**config.mk**
```make
export PLATFORM = sky130hd
export DESIGN_NAME = int64_signed_unsigned_divider
export DESIGN_NICKNAME = d
export VERILOG_FILES = /design/src/rtl/i64div_pkg.sv /design/src/rtl/i64div_ctrl.sv /design/src/rtl/i64div_dp.sv /design/src/rtl/int64_signed_unsigned_divider.sv
export SDC_FILE = /design/constraint.sdc
export NUM_CORES = 1
export LEC_CHECK = 0
export ABC_AREA = 0
export BUFFER_PORTS_ARGS = -buffer_cell sky130_fd_sc_hd__buf_4
export CAP_MARGIN = 20
export CORE_UTILIZATION = 40
export CTS_CLUSTER_DIAMETER = 30
export DETAILED_ROUTE_END_ITERATION = 6
export HOLD_SLACK_MARGIN = 0.08
export PLACE_DENSITY = 0.61
export RECOVER_POWER = 100
export SYNTH_ARGS = -nofsm -noshare
export SYNTH_HDL_FRONTEND = slang
export SYNTH_HIERARCHICAL = 1
export SYNTH_SLANG_ARGS = --single-unit
```
**constraint.sdc**
```tcl
create_clock -name clk -period 9.82 [get_ports clk]
set_input_delay 0 -clock clk [delete_from_list [all_inputs] [get_ports clk]]
set_output_delay 0 -clock clk [all_outputs]
set_load 0.03 [all_outputs]
```
**src/rtl/i64div_pkg.sv**
```systemverilog
// Shared types and constants for the 64-bit integer divider.
`default_nettype none

package i64div_pkg;

    localparam int unsigned DATA_W = 64;
    localparam int unsigned OP_W   = 2;
    localparam int unsigned CNT_W  = 6;

    // Operation codes
    localparam logic [OP_W-1:0] OP_SDIV = 2'd0;
    localparam logic [OP_W-1:0] OP_SREM = 2'd1;
    localparam logic [OP_W-1:0] OP_UDIV = 2'd2;
    localparam logic [OP_W-1:0] OP_UREM = 2'd3;

    // Commands from the controller to the datapath
    typedef struct packed {
        logic capture;  // latch operands on an input transfer
        logic prep;     // turn signed operands into magnitudes
        logic step;     // one restoring iteration
        logic fix;      // sign fix-up and result load
    } div_cmd_t;

    // Status from the datapath to the controller
    typedef struct packed {
        logic zero_div;
    } div_stat_t;

endpackage

`default_nettype wire

```
**src/rtl/i64div_ctrl.sv**
```systemverilog
// Controller state machine for the 64-bit integer divider.
`default_nettype none

module i64div_ctrl
    import i64div_pkg::*;
(
    input  wire logic      clk,
    input  wire logic      rst_n,
    input  wire logic      start,
    input  wire div_stat_t stat,
    output div_cmd_t       cmd,
    output logic           busy,
    output logic           done
);

    localparam logic [2:0] ST_IDLE = 3'd0;
    localparam logic [2:0] ST_PREP = 3'd1;
    localparam logic [2:0] ST_ITER = 3'd2;
    localparam logic [2:0] ST_FIX  = 3'd3;
    localparam logic [2:0] ST_DONE = 3'd4;

    logic [2:0]       state_reg, state_next;
    logic [CNT_W-1:0] cnt_reg, cnt_next;

    always_comb
    begin
        state_next  = state_reg;
        cnt_next    = cnt_reg;
        cmd         = '0;
        unique case (state_reg)
            ST_IDLE:
            begin
                if (start)
                begin
                    cmd.capture = 1'b1;
                    state_next  = ST_PREP;
                end
            end
            ST_PREP:
            begin
                cmd.prep = 1'b1;
                cnt_next = '0;
                // skip the iterations on a zero divisor
                state_next = stat.zero_div ? ST_FIX : ST_ITER;
            end
            ST_ITER:
            begin
                cmd.step = 1'b1;
                cnt_next = cnt_reg + 1'b1;
                if (cnt_reg == {CNT_W{1'b1}})
                begin
                    state_next = ST_FIX;
                end
            end
            ST_FIX:
            begin
                cmd.fix    = 1'b1;
                state_next = ST_DONE;
            end
            ST_DONE:
            begin
                state_next = ST_IDLE;
            end
            default:
            begin
                state_next = ST_IDLE;
            end
        endcase
    end

    always_ff @(posedge clk or negedge rst_n)
    begin
        if (!rst_n)
        begin
            state_reg <= ST_IDLE;
            cnt_reg   <= '0;
        end
        else
        begin
            state_reg <= state_next;
            cnt_reg   <= cnt_next;
        end
    end

    assign busy = (state_reg != ST_IDLE);
    assign done = (state_reg == ST_DONE);

endmodule

`default_nettype wire

```
**src/rtl/i64div_dp.sv**
```systemverilog
// Datapath of the 64-bit integer divider: operand registers, restoring step, fix-up.
`default_nettype none

module i64div_dp
    import i64div_pkg::*;
(
    input  wire logic              clk,
    input  wire logic [OP_W-1:0]   opcode,
    input  wire logic [DATA_W-1:0] dividend,
    input  wire logic [DATA_W-1:0] divisor,
    input  wire div_cmd_t          cmd,
    output div_stat_t              stat,
    output logic [DATA_W-1:0]      result,
    output logic                   div_by_zero
);

    logic [OP_W-1:0]   op_reg;
    logic [DATA_W-1:0] aq_reg;    // dividend bits shift out, quotient bits shift in
    logic [DATA_W-1:0] d_reg;
    logic [DATA_W-1:0] rem_reg;
    logic              a_neg_reg, b_neg_reg, zero_reg;
    logic [DATA_W-1:0] result_reg;
    logic              dbz_reg;

    logic              signed_op;
    logic [DATA_W-1:0] rem_sh;
    logic [DATA_W:0]   diff;
    logic              take;
    logic [DATA_W-1:0] quo_fix, rem_fix;

    assign signed_op = (op_reg == OP_SDIV) || (op_reg == OP_SREM);

    // one restoring step: 65-bit partial remainder minus divisor
    assign rem_sh = {rem_reg[DATA_W-2:0], aq_reg[DATA_W-1]};
    assign diff   = {rem_reg[DATA_W-1], rem_sh} - {1'b0, d_reg};
    assign take   = ~diff[DATA_W];

    assign quo_fix = (signed_op && (a_neg_reg != b_neg_reg)) ? (~aq_reg + 1'b1) : aq_reg;
    assign rem_fix = (signed_op && a_neg_reg) ? (~rem_reg + 1'b1) : rem_reg;

    always_ff @(posedge clk)
    begin
        if (cmd.capture)
        begin
            op_reg   <= opcode;
            aq_reg   <= dividend;
            d_reg    <= divisor;
            zero_reg <= (divisor == '0);
        end
        else if (cmd.prep)
        begin
            a_neg_reg <= signed_op && aq_reg[DATA_W-1];
            b_neg_reg <= signed_op && d_reg[DATA_W-1];
            rem_reg   <= '0;
            if (signed_op && aq_reg[DATA_W-1])
            begin
                aq_reg <= ~aq_reg + 1'b1;
            end
            if (signed_op && d_reg[DATA_W-1])
            begin
                d_reg <= ~d_reg + 1'b1;
            end
        end
        else if (cmd.step)
        begin
            rem_reg <= take ? diff[DATA_W-1:0] : rem_sh;
            aq_reg  <= {aq_reg[DATA_W-2:0], take};
        end
        else if (cmd.fix)
        begin
            dbz_reg <= zero_reg;
            if (zero_reg)
            begin
                result_reg <= '0;
            end
            else if ((op_reg == OP_SDIV) || (op_reg == OP_UDIV))
            begin
                result_reg <= quo_fix;
            end
            else
            begin
                result_reg <= rem_fix;
            end
        end
    end

    assign stat.zero_div = zero_reg;
    assign result        = result_reg;
    assign div_by_zero   = dbz_reg;

endmodule

`default_nettype wire

```
**src/rtl/int64_signed_unsigned_divider.sv**
```systemverilog
// Top level of the 64-bit signed/unsigned integer divider.
`default_nettype none

// 64-bit integer divider, signed or unsigned, quotient or remainder by opcode
// (0 signed quotient, 1 signed remainder, 2 unsigned quotient, 3 unsigned
// remainder). Raise start with the operands while busy is low; that edge is the
// input transfer, and busy stays high until the result is out. The result and
// div_by_zero are presented with done, which is high for exactly one cycle; the
// receiver cannot stall them, so capture them on that cycle. From the input
// transfer to the done cycle an item goes through forming the magnitudes, the
// radix-2 restoring loop (one quotient bit per cycle through a single 65-bit
// subtractor), the sign fix-up and the done state; a zero divisor skips the
// loop and goes straight to the fix-up, with result zero and div_by_zero set.
// Signed division truncates toward zero, a signed remainder takes the sign of
// the dividend, and the most negative value over minus one wraps to itself.
// The next item may be started in the cycle after done.
module int64_signed_unsigned_divider
    import i64div_pkg::*;
(
    input  wire logic              clk,
    input  wire logic              rst_n,
    input  wire logic              start,
    output logic                   busy,
    input  wire logic [OP_W-1:0]   opcode,
    input  wire logic [DATA_W-1:0] dividend,
    input  wire logic [DATA_W-1:0] divisor,
    output logic                   done,
    output logic [DATA_W-1:0]      result,
    output logic                   div_by_zero
);

    div_cmd_t  cmd;
    div_stat_t stat;

    // sequence the work: capture, prep, 64 steps (none on a zero divisor), fix-up, done strobe
    i64div_ctrl u_ctrl (
        .clk   (clk),
        .rst_n (rst_n),
        .start (start),
        .stat  (stat),
        .cmd   (cmd),
        .busy  (busy),
        .done  (done)
    );

    // hold the operands and partial remainder, advance one bit per step
    i64div_dp u_dp (
        .clk         (clk),
        .opcode      (opcode),
        .dividend    (dividend),
        .divisor     (divisor),
        .cmd         (cmd),
        .stat        (stat),
        .result      (result),
        .div_by_zero (div_by_zero)
    );

    // an input transfer always makes the block busy next cycle
    a_start_busy: assert property (@(posedge clk) disable iff (!rst_n)
        (start && !busy) |=> busy)
        else $error("input transfer did not raise busy");

    // the done strobe lasts one cycle
    a_done_pulse: assert property (@(posedge clk) disable iff (!rst_n)
        done |=> !done)
        else $error("done held longer than one cycle");

    // the block stays busy while presenting a result
    a_done_busy: assert property (@(posedge clk) disable iff (!rst_n)
        done |-> busy)
        else $error("done without busy");

    // a zero divisor always delivers a zero result
    a_dbz_zero: assert property (@(posedge clk) disable iff (!rst_n)
        (done && div_by_zero) |-> (result == '0))
        else $error("nonzero result on divide by zero");

endmodule

`default_nettype wire
```
==> metrics, run 1 <==
Net count, final=between 2000 and 3000; post-synthesis instance area=about 21000 µm²; Max-cap violations=8; share of the synthesized area in the top cell type=37.6%; peak supply drop=266 µV; number of CTS-inserted buffers=79; Syn-to-layout area delta=27.2%; fin. max-slew vios=around 510; Final HPWL DP=47500 µm; global-route wire length before repair=104000 µm; Cell Area, Placed=22800 µm²; routability-driven placement congestion ratio=0.925; distinct cell type count of the synthesized netlist=77; # H-tree levels=3; WP data required=9.92 ns; vias in the first global route=18800; Syn Inst Count=2475; # DRC=0; routed len/inst=19.2 µm; static leakage=9.73 nW; share of cells above drive strength 1=10.6%; Synth async-reset ratio=roughly 3.3%; routed vias/inst=5.63; Clock Path Buffers=3; Final Hold Viols=0; Syn Area/Cell=between 8 and 9 µm²; Ys Warns=6; synthesis-stage register bit count=271; ys flop type=edfxtp_1; drt pass-1 iters=6; clock latency on the worst-skew pair=~0.6 ns; Highest Clock Rate=approximately 0.15 GHz; FP Rows=between 80 and 90; Die Ht=~230 µm; EDFF count, synth=262; most instantiated cells after synthesis=341 x nand2_1, 262 x edfxtp_1, 237 x nor2_1, 216 x o21ai_0, 176 x xnor2_1; io pins=200; run status=finished with violations; post-route cell area=26600 µm²; largest net degree at the start of global routing=107; Routed WL=66800 µm; syn_nets=roughly 2700; CP startpoint kind=flip-flop; die area=around 53000 µm²; Setup Crit Path Kind=reg2reg; number of I/O port buffers=199; Period minus WS final=6.84 ns; Crit path arrival time=6.94 ns; area of the multi-input gates=11900 µm²; die span in x=231 µm; top cell type by total area after synthesis=edfxtp_1; Total GRT Usage=approximately a quarter; Initial Utilization=40.6%; total area of sequential cells=8090 µm²; final period utilization=69.6%; Worst Tran Pin Value=about 4.1 ns; Worst setup EP type=flip-flop; Power, Total=approximately 12 mW; HP Class=in2reg; CTS sink count=271; Slew headroom=-174%; post_cts resized=0; RSZ-0062 raised after global routing=no; CP max FO=65; Final ANT Viol Nets=0; Core Region=slightly above 50000 µm²; total grt overflow=0; register area share after synthesis=between 30% and 40%; Area contributors post-synth=edfxtp_1 38%, xnor2_1 7.4%, nand2_1 6.1%, o21ai_0 5.2%, nor2_1 4.3%; clock skew=0.0364 ns; routed vias=19600; initial antenna violation count=0; Power Density=about 440 nW/µm²; count leader, synth=nand2_1; diodes inserted=0; # Post-CTS Setup Buffers=0; CTS tree=built; endpoints failing setup=0; Root Driver=clkbuf_16; final core occ=51.6%; Fillers=4845; Initial DRC Count=1998; WHS=roughly 0.16 ns; setup tns final=0 ns; clock-pin slew on the worst setup and hold paths=around 0.050 ns; failing checks=max-capacitance violations, max-slew violations
## worst paths after layout
path                                                  from                              end  slack, ns  cells after the start
max                        u_ctrl/state_reg[0]$_DFFE_PN0P_     u_dp/result[4]$_SDFFCE_PP0P_       2.98                      4
min                                              opcode[0]         u_dp/op_reg[0]$_DFFE_PP_       0.16                      2
max reg2reg                u_ctrl/state_reg[0]$_DFFE_PN0P_     u_dp/result[4]$_SDFFCE_PP0P_       2.98                      4
min reg2reg                  u_ctrl/cnt_reg[5]$_DFFE_PN0P_    u_ctrl/cnt_reg[5]$_DFFE_PN0P_       0.48                      1
max in group asynchronous                            rst_n    u_ctrl/cnt_reg[4]$_DFFE_PN0P_       9.05                      3
min in group asynchronous                            rst_n  u_ctrl/state_reg[2]$_DFFE_PN0P_       0.47                      3
## cell type report
cell class | instances | area share, %
sequential | 271 | 30.4
clock inverter | 55 | 2.79
clock buffer | 87 | 7.54
timing repair buffer | 351 | 10.1
tap | 680 | 3.20
multi-input combinational | 1945 | 44.6
inverter | 98 | 1.39
## per-stage QoR
step,std cells,worst slack (ns)
after floorplan,2475,1.00
after global placement,3212,5.15
after detailed placement,3212,5.07
after CTS,3487,5.04
after global routing,3487,2.45
final,3487,2.98
## routing by layer
| metal | vias to the layer above | GRT usage, % | share of wire, % |
|---|---|---|---|
| met3 | 104 | 3.99 | 7.3 |
| met4 | 0 | 7.51 | 2.0 |
| met2 | 734 | 38.0 | 44 |
| met1 | 9287 | 35.6 | 47 |
| li1 | 9517 | - | - |
| met5 | - | 0 | 0 |
## repair_timing
action / in CTS / in global routing
endpoints found under the setup margin: 0 / 0
endpoints found under the hold margin: 141 / 0
hold buffers: 133 / 0
## placed cells by master (no fill, tap or decap), drive strengths merged, types with 11 or more instances in the layout
master / Yosys / routed
nor4: 54 / 54
a21oi: 171 / 171
clkbuf: 149 / 165
inv: 97 / 98
nand3: 55 / 55
or3: 34 / 34
edfxtp: 262 / 262
a31oi: 12 / 12
and3: 11 / 11
a211oi: 75 / 75
or4: 22 / 22
bufinv: 0 / 17
and2: 11 / 11
o211ai: 24 / 24
nand2b: 16 / 16
buf: 12 / 140
o21a: 12 / 12
dlygate4sd3: 0 / 133
mux2i: 38 / 38
o21bai: 19 / 19
a21o: 36 / 36
nor3: 66 / 66
o31ai: 18 / 18
nand4: 37 / 37
nand2: 341 / 341
clkinv: 1 / 29
ha: 68 / 68
xnor2: 176 / 176
o21ai: 217 / 217
nor2: 237 / 237
or2: 12 / 12
xor2: 87 / 87
## power breakdown
group / switching (mW) / internal, mW
combinational: 3.67 / 2.24
sequential: 0.728 / 2.29
clock: 0.758 / 1.90
total: 5.16 / 6.43
## critical path, stage by stage (launching register included)
cell and delay, ns:
dfrtp_1 0.45, or3b_1 0.30, clkinvlp_2 2.09, nor4b_2 0.79, clkbuf_1 2.61
## cells by family (layout without fill, tap and decap cells)
logic type | Yosys count | in the layout | synth area share [%]
adders and majority gates | 69 | 69 | 4.16
AOI/OAI and AO/OA | 636 | 636 | 18.4
DFF | 271 | 271 | 38.7
muxes | 39 | 39 | 1.87
and+or+nand+nor | 938 | 938 | 21.2
buffers and inverters | 259 | 591 | 4.70
xor gates and xnor gates | 263 | 263 | 11.0
No activity file was read; power rests on OpenSTA's default activity.
==> inputs of run 2 (changes only) <==
- PLACE_DENSITY: 0.61 -> 0.63
- clock period: 9.82 -> 6 ns (I/O delays scaled with it)
==> metrics, run 2 (synthesized netlist as in run 1, its figures left out) <==
Final Hold Viols=0; io pins=200; Highest Clock Rate=0.195 GHz; largest net degree at the start of global routing=222; metal3 WL=4630 µm; Seq pwr share=approximately 26%; # H-tree levels=3; clock latency on the worst-skew pair=0.62 ns; number of I/O port buffers=199; die area=53200 µm²; endpoints failing setup=0; number of CTS-inserted buffers=78; WP data required=6.23 ns; hold wc startpoint=opcode[0]; Hold Crit Endpoint=u_dp/op_reg[0]$_DFFE_PP_; CP startpoint kind=flip-flop; Initial DRC Count=around 1700; Root Driver=clkbuf_16; Power, Total=19.0 mW; Layout Cells excl Fill=3498; share of cells above drive strength 1=around 11%; Worst Tran Pin Value=around 3.1 ns; switch share=45.1%; global-route wire length before repair=105000 µm; Crit path arrival time=5.37 ns; combinational fraction of design power=51.1%; Syn-to-layout area delta=27.7%; Slew headroom=-109%; DR top layer=met4; HP Class=in2reg; run status=finished with violations; RSZ-0062 raised after global routing=no; CTS sink count=around 270; Period minus WS final=5.13 ns; failing checks=max-capacitance violations, max-slew violations; CP max FO=43; die span in x=231 µm; Final HPWL DP=49000 µm; diodes inserted=0; Core Region=just over 50000 µm²; Final ANT Viol Nets=0; clock-pin slew on the worst setup and hold paths=0.04 ns; commonest cells after routing, fill and taps aside=341 x nand2_1, 262 x edfxtp_1, 236 x nor2_1; reg2reg start=u_ctrl/state_reg[0]$_DFFE_PN0P_; post_cts resized=0; Worst setup EP type=flip-flop; Total GRT Usage=25.2%; fin. max-slew vios=403; Setup Crit Path Kind=reg2reg; routed length on met2=slightly above 30000 µm; clock skew=between 0.02 and 0.03 ns; Die Ht=231 µm; peak supply drop=365 µV; # Post-CTS Setup Buffers=0; Power Density=around 710 nW/µm²; worst slack at placement=1.29 ns; Clk pwr share=23.2%; total grt overflow=0; reg2reg setup slack=between 0.8 and 0.9 ns; FP Rows=83; commonest non-fill, non-tap cell in the layout=nand2_1; Max-cap violations=8; routed len/inst=19.5 µm; routability-driven placement congestion ratio=0.953; static leakage=9.80 nW; vias in the first global route=18900; Initial Utilization=40.6%; Routed WL=68100 µm; Clock Path Buffers=3; drt pass-1 iters=5; Setup WS post-layout=just under 0.9 ns; post-placement cell count=3219; internal power=10.4 mW; reg2reg path depth=5; initial antenna violation count=0; worst hold stages=2; Reg2Reg Capture Point=u_dp/d_reg[55]$_DFFE_PP_; setup tns final=0 ns; Net count, final=2954; Post-CTS Hold Fix Bufs=between 100 and 150; routed vias=19700; CTS tree=built; Sw Pwr=8.58 mW; WHS=0.139 ns; final period utilization=85.5%; # DRC=0; met1 WL=~32000 µm; routed vias/inst=~5.6
run 2: cell types whose count changed in the layout (fill, tap and decap cells not counted), sizes merged:
cell      change
clkinv       +11
clkbuf        +3
clkinvlp      -2
buf           +1
bufinv        -1
inv           -1
run 2: critical path, cell delays in order, from the launching register on:
cell	delay, ns
dfrtp_1	0.44
or3_2	0.55
nor2_4	0.09
clkbuf_1	1.65
a21o_1	1.07
clkbuf_2	0.88
run 2: layer usage:
| metal | global-route usage, % | vias up |
|---|---|---|
| met5 | 0 | - |
| met4 | 8.44 | 0 |
| met3 | 3.41 | 90 |
| met2 | 39.0 | 752 |
| met1 | 36.0 | 9358 |
| li1 | - | 9532 |
run 2: through the flow:
| step | util, % | area, µm² |
|---|---|---|
| after detailed placement | 44.5 | 22900 |
| after global routing | 51.9 | 26700 |
| after global placement | 44.5 | 22900 |
| after floorplan | - | 20900 |
| final | 51.9 | 26700 |
| after CTS | 52.6 | 27100 |
run 2: worst max-delay path by stage:
stage	from	end	slack [ns]	cells after the start
6_report	u_ctrl/state_reg[0]$_DFFE_PN0P_	u_dp/d_reg[55]$_DFFE_PP_	0.87	5
5_1_grt	u_ctrl/state_reg[0]$_DFFE_PN0P_	u_dp/rem_reg[17]$_SDFFCE_PP0P_	0.46	6
4_1_cts	u_dp/aq_reg[63]$_DFFE_PP_	u_dp/rem_reg[14]$_SDFFCE_PP0P_	1.24	14
3_5_place_dp	u_dp/aq_reg[63]$_DFFE_PP_	u_dp/rem_reg[14]$_SDFFCE_PP0P_	1.29	14
3_3_place_gp	u_dp/aq_reg[63]$_DFFE_PP_	u_dp/rem_reg[14]$_SDFFCE_PP0P_	1.36	14
2_1_floorplan	u_ctrl/state_reg[2]$_DFFE_PN0P_	u_dp/div_by_zero$_DFFE_PP_	0.48	6
run 2: power by group through the flow:
| stage | clock, mW | sequential (mW) | combinational (mW) |
|---|---|---|---|
| floorplan | 0 | 4.45 | 7.27 |
| global placement | 0 | 4.79 | 9.54 |
| detailed placement | 0 | 4.83 | 9.63 |
| CTS | 4.47 | 4.82 | 9.77 |
| global route | 4.57 | 5.00 | 10.8 |
| finish | 4.42 | 4.89 | 9.73 |
run 2: final cells by class:
cell class	instances	area (µm²)
multi-input cells	1945	11800
repair buffers	358	2730
well taps	680	851
fillers	4878	24800
clock inverters	62	850
inverters	98	369
flip-flops and latches	271	8090
clock buffers	84	1970
